$ cat src/hdl/dppi_pkg.sv
// ----------------------------------------------------------------------------
// dppi_pkg
// Shared types and constants of the dual-polarization power integrator.
// ----------------------------------------------------------------------------
package dppi_pkg;

	localparam int MAX_CHANNELS = 1024;
	localparam int CH_W = 10;
	localparam int ADDR_W = 11;
	localparam int ACC_W = 24;
	localparam int CNT_W = 17;
	localparam int CFG_W = 11;
	localparam logic [ACC_W-1:0] ACC_MAX = {ACC_W{1'b1}};
	localparam logic [CNT_W-1:0] CNT_MAX = {CNT_W{1'b1}};
	localparam logic [3:0] NIB_BIAS = 4'd8;
	localparam int QDEPTH = 4;
	localparam int QPTR_W = 2;

	typedef struct packed {
		logic [7:0] sample_byte;
		logic polarization;
		logic [CH_W-1:0] channel_index;
		logic packet_invalid;
		logic last_packet;
	} in_item_t;

	typedef struct packed {
		logic out_polarization;
		logic [CH_W-1:0] out_channel;
		logic [ACC_W-1:0] mean_power;
		logic no_valid_packets;
	} out_item_t;

	// Classified work handed from front to back.
	typedef struct packed {
		logic pol;
		logic [CH_W-1:0] ch;
		logic [7:0] power;
		logic add;
		logic report;
		logic [CNT_W-1:0] cnt;
	} work_t;

	// Square of a biased nibble; the largest magnitude is 8, giving 64.
	function automatic logic [6:0] nib_sq(input logic [3:0] nib);
		logic [3:0] mag;
		mag = (nib >= NIB_BIAS) ? nib - NIB_BIAS : NIB_BIAS - nib;
		return {3'b000, mag} * {3'b000, mag};
	endfunction

endpackage

$ cat src/hdl/dppi_if.sv
// ----------------------------------------------------------------------------
// dppi_in_if / dppi_out_if
// Valid/ready channels carrying input samples and mean-power results.
// ----------------------------------------------------------------------------
interface dppi_in_if;
	logic valid;
	logic ready;
	dppi_pkg::in_item_t data;
	modport source (output valid, output data, input ready);
	modport sink (input valid, input data, output ready);
endinterface


$ cat src/hdl/dppi_front.sv
// ----------------------------------------------------------------------------
// dppi_front
// Accepts samples, filters inactive channels, keeps packet counts and pushes
// classified work into a short queue.
// ----------------------------------------------------------------------------
module dppi_front (
	input logic clk,
	input logic arst_n,
	input logic cfg_we,
	input logic [dppi_pkg::CFG_W-1:0] cfg_wdata,
	dppi_in_if.sink in_ch,
	output logic q_valid,
	output dppi_pkg::work_t q_data,
	input logic q_pop
);

	logic [dppi_pkg::CFG_W-1:0] active_q;
	logic [dppi_pkg::CFG_W-1:0] nch;
	logic [dppi_pkg::CNT_W-1:0] cnt_q [2];
	dppi_pkg::work_t fifo_q [dppi_pkg::QDEPTH];
	logic [dppi_pkg::QPTR_W-1:0] wp_q, rp_q;
	logic [dppi_pkg::QPTR_W:0] fill_q;
	logic push, active, pol;
	logic [dppi_pkg::CH_W-1:0] ch;
	logic [dppi_pkg::CNT_W-1:0] cnt_new;
	dppi_pkg::work_t w;

	always_comb begin
		nch = active_q;
		if (nch == '0) nch = dppi_pkg::CFG_W'(1);
		if (nch > dppi_pkg::CFG_W'(dppi_pkg::MAX_CHANNELS))
			nch = dppi_pkg::CFG_W'(dppi_pkg::MAX_CHANNELS);
	end

	assign in_ch.ready = (fill_q != (dppi_pkg::QPTR_W+1)'(dppi_pkg::QDEPTH));
	assign pol = in_ch.data.polarization;
	assign ch = in_ch.data.channel_index;
	assign active = ({1'b0, ch} < nch);
	assign push = in_ch.valid && in_ch.ready && active;

	always_comb begin
		cnt_new = cnt_q[pol];
		if (!in_ch.data.packet_invalid && ch == '0 && cnt_new != dppi_pkg::CNT_MAX)
			cnt_new = cnt_new + 1'b1;
		w.pol = pol;
		w.ch = ch;
		w.power = {1'b0, dppi_pkg::nib_sq(in_ch.data.sample_byte[7:4])}
			+ {1'b0, dppi_pkg::nib_sq(in_ch.data.sample_byte[3:0])};
		w.add = !in_ch.data.packet_invalid;
		w.report = in_ch.data.last_packet;
		w.cnt = cnt_new;
	end

	always_ff @(posedge clk or negedge arst_n) begin
		if (!arst_n) begin
			active_q <= dppi_pkg::CFG_W'(dppi_pkg::MAX_CHANNELS);
			cnt_q[0] <= '0;
			cnt_q[1] <= '0;
			wp_q <= '0;
			rp_q <= '0;
			fill_q <= '0;
		end else begin
			if (cfg_we) active_q <= cfg_wdata;
			if (push) begin
				// Count clears once the highest active channel is reported.
				if (in_ch.data.last_packet && {1'b0, ch} == nch - 1'b1)
					cnt_q[pol] <= '0;
				else
					cnt_q[pol] <= cnt_new;
				wp_q <= wp_q + 1'b1;
			end
			if (q_pop) rp_q <= rp_q + 1'b1;
			fill_q <= fill_q + (push ? 1'b1 : 1'b0) - (q_pop ? 1'b1 : 1'b0);
		end
	end

	always_ff @(posedge clk) begin
		if (push) fifo_q[wp_q] <= w;
	end

	assign q_valid = (fill_q != '0);
	assign q_data = fifo_q[rp_q];

endmodule

$ cat src/flat_wrapper.sv
// flat-port wrapper written by rule: the top's interface ports become plain ports
module dppi_front_flat 
  (clk, arst_n, cfg_we, cfg_wdata, q_valid, q_data, q_pop, in_ch_valid, in_ch_data, in_ch_ready);
  dppi_in_if in_ch_i ();
  input logic clk;
  input logic arst_n;
  input logic cfg_we;
  input logic [dppi_pkg::CFG_W-1:0] cfg_wdata;
  output logic q_valid;
  output dppi_pkg::work_t q_data;
  input logic q_pop;
  input wire logic [$bits(in_ch_i.valid)-1:0] in_ch_valid;
  input wire logic [$bits(in_ch_i.data)-1:0] in_ch_data;
  output wire logic [$bits(in_ch_i.ready)-1:0] in_ch_ready;
  assign in_ch_i.valid = in_ch_valid;
  assign in_ch_i.data = in_ch_data;
  assign in_ch_ready = in_ch_i.ready;
  dppi_front u_core (.clk(clk), .arst_n(arst_n), .cfg_we(cfg_we), .cfg_wdata(cfg_wdata), .in_ch(in_ch_i), .q_valid(q_valid), .q_data(q_data), .q_pop(q_pop));
endmodule
$ cat config.mk
export PLATFORM = sky130hd
export DESIGN_NAME = dppi_front_flat
export DESIGN_NICKNAME = d
export VERILOG_FILES = /design/src/hdl/dppi_pkg.sv /design/src/hdl/dppi_if.sv /design/src/hdl/dppi_front.sv /design/src/flat_wrapper.sv
export SDC_FILE = /design/constraint.sdc
export NUM_CORES = 1
export LEC_CHECK = 0
export BUFFER_PORTS_ARGS = -buffer_cell sky130_fd_sc_hd__buf_2
export CORE_ASPECT_RATIO = 0.8
export CORE_UTILIZATION = 40
export DETAILED_ROUTE_END_ITERATION = 8
export HOLD_SLACK_MARGIN = 0.02
export SYNTH_ARGS = -nofsm -noshare
export SYNTH_HDL_FRONTEND = slang
export SYNTH_SLANG_ARGS = --single-unit
$ cat constraint.sdc
create_clock -name clk -period 5.9 [get_ports clk]
set_input_delay 0.59 -clock clk [delete_from_list [all_inputs] [get_ports clk]]
set_output_delay 0.59 -clock clk [all_outputs]
set_load 0.01 [all_outputs]
==> out/metrics.yaml, run 1 <==
syn_avg_cell_area_um2: 14.42
status: "complete, no violations"
timing.rr.start: "u_core.active_q[1]"
grt_max_degree: 53
period_needed_ns: 4.130
grt_pass1_wl_um: 32890
cp_slowest_cell: "nor3_4"
finalCritPeriodShare: 0.6999
die_x_um: 176.8
r2r_setup_slack_ns: 1.77
drt_pass1_iterations: 5
grt.overflow.total: 0
relSlewSlack: 0.2411
grt_pass1_vias: 6129
path_cells: "nor3_2 -> a41oi_1 -> or2_2 -> inv_1 -> ha_1 -> nor2b_1 -> o211ai_1 -> a31oi_1 -> o41ai_2 -> buf_4 -> nand2_1 -> nor3_4 -> nor3_1"
rsz0062_at_grt: "no"
wl_um: 20300
synth_cell_types: 69
drv_slew: 0
max-cap-violations: 0
cts_hold_buffers: 0
clk_pin_slew_ns: 0.06
finish.net_count: 829
final_antenna_net_count: 0
insertion_delay_ns: 0.50
cts_resized: 0
cts_htree_levels: 1
finalWorstSetupSlack_ns: 1.770
wl_per_cell_um: 18.76
gp_congestion: 0.8547
max-vdd-ir-drop_uv: 205.1
start_util: 0.4123
coreArea_mm2: 0.02371
rows: 50
viasPerCell: 5.418
syn2layout_area_growth_pct: 13.27
startpoint_type: "flip-flop"
setup_viol: 0
syn_inst: 678
yosysWarnings: 0
seq_area_frac_synth: 0.6001
grt.total_usage: 0.1683
r2r_end: "u_core.cnt_q[20]"
finalSetupTns_ns: 0
hold_slack_ns: 0.2179
max_stage_delay_ns: 0.94
drc: 0
synthArstFlopShare: 0.2549
cp-end-kind: "flip-flop"
worst_clock_skew_ns: 0.01080
synth_edf_count: 152
dp_slack_ns: 1.426
synthFlopType: "edfxtp_1"
yosys-top-cells-area: "edfxtp_1 47%, dfrtp_1 13%, mux4_2 8.8%, ha_1 4.5%, nor2_1 3.0%"
post-synth-top-area-fraction: 0.4669
crit_type: "reg -> reg"
path_buf_inv: 2
cp_top_family: "simple AND/OR/NAND/NOR gates"
hold_viol: 0
hpwlAfterDp_um: 13390
arrival_ns: 4.46
syn_area_mm2: 0.009777
clock.fmax_ghz: 0.2422
cts_max_path_buffers: 3
hold_class: "in -> async"
dieHeight_um: 141.8
worstPathRequired_ns: 6.23
drive_gt1_frac: 0.2532
synth-seq-cells: 204
antenna_found_initial: 1
worst_pin_slew_ns: 1.138
initialDrtViolationCount: 373
postCtsSetupBuffers: 0
cts_inserted_buffers: 21
vias: 5862
p_leak_nw: 3.962
reg2reg_depth: 13
io_pins: 77
root_buffer: "clkbuf_16"
diodes: 0
io_buffers: 76
yosysTopAreaCell: "edfxtp_1"
crit_fanout: 17
powerDensity_mw_per_mm2: 446.2
dieArea_mm2: 0.02508
numClockSinks: 204
cts_tree: "yes"
-- synthesized netlist by cell type (all sizes together), types with 3 or more instances --
cell and number:
nand3 16, a41oi 4, a311oi 3, clkbuf 17, or4 5, nor3 40
a31oi 3, o21ai 11, nor2 78, or3 4, nor2b 5, nand2 29
nand3b 5, a21oi 8, nand4 3, xor2 31, dfrtp 51, buf 10
edfxtp 152, mux2i 16, ha 35, xnor2 16, mux4 38, nor4 4
nand2b 8, mux2 15, and2 11, a21o 7, inv 22
-- cell families after synthesis --
kind of cell / count (synthesis) / synth area share
and+or+nand+nor: 220 / 0.1218
DFF: 204 / 0.6001
muxes: 69 / 0.1216
AOI/OAI and AO/OA: 51 / 0.04159
buffers and inverters: 49 / 0.02278
xor gates and xnor gates: 47 / 0.04287
adders and majority gates: 37 / 0.04889
other: 1 / 0.0003836
-- routing by layer --
metal,GRT usage,wire (um),up-vias
li1,-,-,2709
met1,0.2326,9411,2975
met2,0.2722,9510,147
met3,0.03296,1010,31
met4,0.04310,369,0
met5,0,0,-
-- cell usage in the layout, fill, tap and decap left out, drive strengths merged, types with 3 or more instances in the layout --
master / synthesis / routed
a21o: 7 / 7
a21oi: 8 / 8
a311oi: 3 / 3
a31oi: 3 / 3
a41oi: 4 / 4
and2: 11 / 11
buf: 10 / 80
clkbuf: 17 / 30
clkinv: 0 / 5
dfrtp: 51 / 51
edfxtp: 152 / 152
ha: 35 / 35
inv: 22 / 23
mux2: 15 / 15
mux2i: 16 / 16
mux4: 38 / 38
nand2: 29 / 29
nand2b: 8 / 8
nand3: 16 / 16
nand3b: 5 / 5
nand4: 3 / 3
nor2: 78 / 78
nor2b: 5 / 5
nor3: 40 / 40
nor4: 4 / 4
o21ai: 11 / 11
or3: 4 / 4
or4: 5 / 5
xnor2: 16 / 16
xor2: 31 / 31
-- cell type report --
| class | count | area, um2 |
|---|---|---|
| clock inverter | 8 | 67.56 |
| inverter | 22 | 82.58 |
| multi-input combinational | 426 | 3696 |
| timing repair buffer | 80 | 410.4 |
| tap | 312 | 390.4 |
| clock buffer | 30 | 559.3 |
| sequential | 204 | 5868 |
| fill | 2056 | 12640 |
-- flip-flops by register name, summed over array words and instances, names as in the netlist --
register,cells
u_core.rp_q,2
u_core.fill_q,3
u_core.fifo_q,152
u_core.cnt_q,34
u_core.active_q,11
u_core.wp_q,2
-- how the worst max path moves through the flow --
stage / to / start / cells after the start
finish: u_core.cnt_q[20] / u_core.active_q[1] / 13
global route: u_core.cnt_q[9] / in_ch_data[12] / 13
CTS: u_core.cnt_q[20] / u_core.active_q[1] / 13
detailed placement: u_core.cnt_q[7] / in_ch_data[12] / 13
global placement: u_core.cnt_q[11] / in_ch_data[12] / 13
floorplan: u_core.fifo_q[0][0] / u_core.active_q[10] / 8
-- stage by stage --
step | total power [mW] | util | cell area (um2) | std cells
global route | 5.244 | 0.4671 | 11070 | 1082
CTS | 5.021 | 0.4671 | 11070 | 1082
detailed placement | 3.790 | 0.4406 | 10450 | 1044
global placement | 3.717 | 0.4406 | 10450 | 1044
finish | 4.942 | 0.4671 | 11070 | 1082
floorplan | 3.230 | - | 9781 | 679
-- report_power, final --
| part | internal, mW | total, mW | switching [mW] |
|---|---|---|---|
| Combinational | 0.674 | 1.53 | 0.860 |
| Sequential | 1.97 | 2.19 | 0.215 |
| Clock | 0.705 | 1.22 | 0.517 |
| Total | 3.35 | 4.94 | 1.59 |
Note: power is estimated with default switching activity, not from simulation.
==> inputs of run 2 (changes only) <==
==> constraint.sdc (replaced) <==
create_clock -name clk -period 3.8 [get_ports clk]
set_input_delay 0.38 -clock clk [delete_from_list [all_inputs] [get_ports clk]]
set_output_delay 0.38 -clock clk [all_outputs]
set_load 0.01 [all_outputs]
==> out/metrics.yaml, run 2 (synthesis results as in run 1) <==
status: "complete, no violations"
vias: 6011
cts_htree_levels: 1
cts_hold_buffers: 1
wl_um: 20530
powerDensity_mw_per_mm2: 712.4
final_common_cell: "edfxtp_1"
diodes: 0
grt_pass1_wl_um: 33000
clk_pin_slew_ns: 0.06
worst_clock_skew_ns: 0.01381
drt_pass1_iterations: 4
final_cell_mix: "152 x edfxtp_1, 78 x nor2_1, 76 x buf_2"
numClockSinks: 204
finalWorstSetupSlack_ns: 0.4198
p_total_mw: 8.164
max-cap-violations: 0
coreArea_mm2: 0.02371
arrival_ns: 3.78
setup_viol: 0
cp-end-kind: "flip-flop"
dp_slack_ns: 0.02768
cts_tree: "yes"
final_antenna_net_count: 0
finalSetupTns_ns: 0
syn2layout_area_growth_pct: 17.21
largest_register_ff_count: 152
postCtsSetupBuffers: 0
crit_type: "reg -> reg"
dp_cells: 1072
drv_slew: 0
cts_max_path_buffers: 3
grt_pass1_vias: 6138
top_register: "u_core.fifo_q"
insertion_delay_ns: 0.49
startpoint_type: "flip-flop"
initialDrtViolationCount: 380
rows: 50
period_needed_ns: 3.380
hold_class: "in -> reg"
netSwitchingPower_mw: 2.532
worst_pin_slew_ns: 0.9572
cts_inserted_buffers: 21
rsz0062_at_grt: "no"
reg_top3: "u_core.fifo_q: 152 flops, u_core.cnt_q: 34 flops, u_core.active_q: 11 flops"
die_x_um: 176.8
cts_resized: 0
grt_max_degree: 37
viasPerCell: 5.415
start_util: 0.4123
grt.overflow.total: 0
io_buffers: 76
hold_start: "cfg_wdata[5]"
power_frac_seq: 0.414
hold_slack_ns: 0.09939
worstPathRequired_ns: 4.20
drc: 0
dieArea_mm2: 0.02508
swShare: 0.3101
internal_power_mw: 5.632
grt.total_usage: 0.1694
gp_congestion: 0.8687
p_leak_nw: 4.190
crit_start: "u_core.cnt_q[23]"
fillers: 2032
io_pins: 77
drive_gt1_frac: 0.2907
antenna_found_initial: 1
p_clk_frac: 0.275
relSlewSlack: 0.3619
dieHeight_um: 141.8
timing.rr.start: "u_core.cnt_q[23]"
finalCritPeriodShare: 0.8895
max-vdd-ir-drop_uv: 280.0
layout.cells.non_filler: 1110
hold_viol: 0
hpwlAfterDp_um: 14430
wl_per_cell_um: 18.49
clock.fmax_ghz: 0.2958
crit_fanout: 6
root_buffer: "clkbuf_16"
pwr-share-comb: 0.311
finish.net_count: 858
## run 2: cell types whose count changed in the layout (fill, tap and decap cells not counted), sizes merged
cell         change
buf             +28
bufinv           +4
clkbuf           -5
dlygate4sd3      +1
## run 2: path summary, 6_finish.rpt
| kind | end | slack [ns] | depth (start not counted) |
|---|---|---|---|
| worst max-delay path | u_core.cnt_q[14] | 0.42 | 12 |
| worst min-delay path | u_core.active_q[5] | 0.1 | 3 |
| worst max register to register | u_core.cnt_q[14] | 0.42 | 12 |
| worst min register to register | u_core.cnt_q[14] | 0.57 | 2 |
| max in group asynchronous | u_core.cnt_q[32] | 2.58 | 3 |
| min in group asynchronous | u_core.fill_q[0] | 0.36 | 2 |
## run 2: final cells by class
cell class / instances / area, um2 / area share
multi-input combinational: 426 / 3696 / 0.3225
sequential: 204 / 5868 / 0.5121
timing repair buffer: 109 / 655.6 / 0.05721
clock inverter: 12 / 195.2 / 0.01703
tap: 312 / 390.4 / 0.03406
clock buffer: 25 / 571.8 / 0.04990
inverter: 22 / 82.58 / 0.007206
## run 2: power groups by stage
stage | Sequential, mW | Clock, mW | Combinational (mW)
2_1_floorplan | 3.25 | 0 | 1.77
3_3_place_gp | 3.40 | 0 | 2.51
3_5_place_dp | 3.43 | 0 | 2.59
4_1_cts | 3.39 | 2.30 | 2.59
5_1_grt | 3.44 | 2.39 | 2.79
6_report | 3.38 | 2.25 | 2.53
## run 2: per-stage QoR
| step | utilization | instance area [um2] |
|---|---|---|
| after floorplan | - | 9781 |
| after global placement | 0.4506 | 10680 |
| after detailed placement | 0.4506 | 10680 |
| after CTS | 0.4833 | 11460 |
| after global routing | 0.4833 | 11460 |
| final | 0.4833 | 11460 |
## run 2: worst max-delay path, stage by stage (launching register included)
cell and delay (ns):
dfrtp_1 0.42, nand4b_1 0.17, a2111oi_0 0.82, nand2_1 0.17
nor3_1 0.23, ha_1 0.19, or4_4 0.15, nor3_4 0.06
and3_1 0.29, nor2b_1 0.17, xnor2_1 0.37, nor2_1 0.09
nor3_1 0.15
## run 2: routing by layer
| metal | share of wire | GRT usage | up-vias |
|---|---|---|---|
| li1 | - | - | 2763 |
| met1 | 0.45 | 0.2316 | 3045 |
| met2 | 0.47 | 0.2786 | 165 |
| met3 | 0.057 | 0.03376 | 36 |
| met4 | 0.019 | 0.03857 | 2 |
| met5 | 0.00049 | 0 | - |
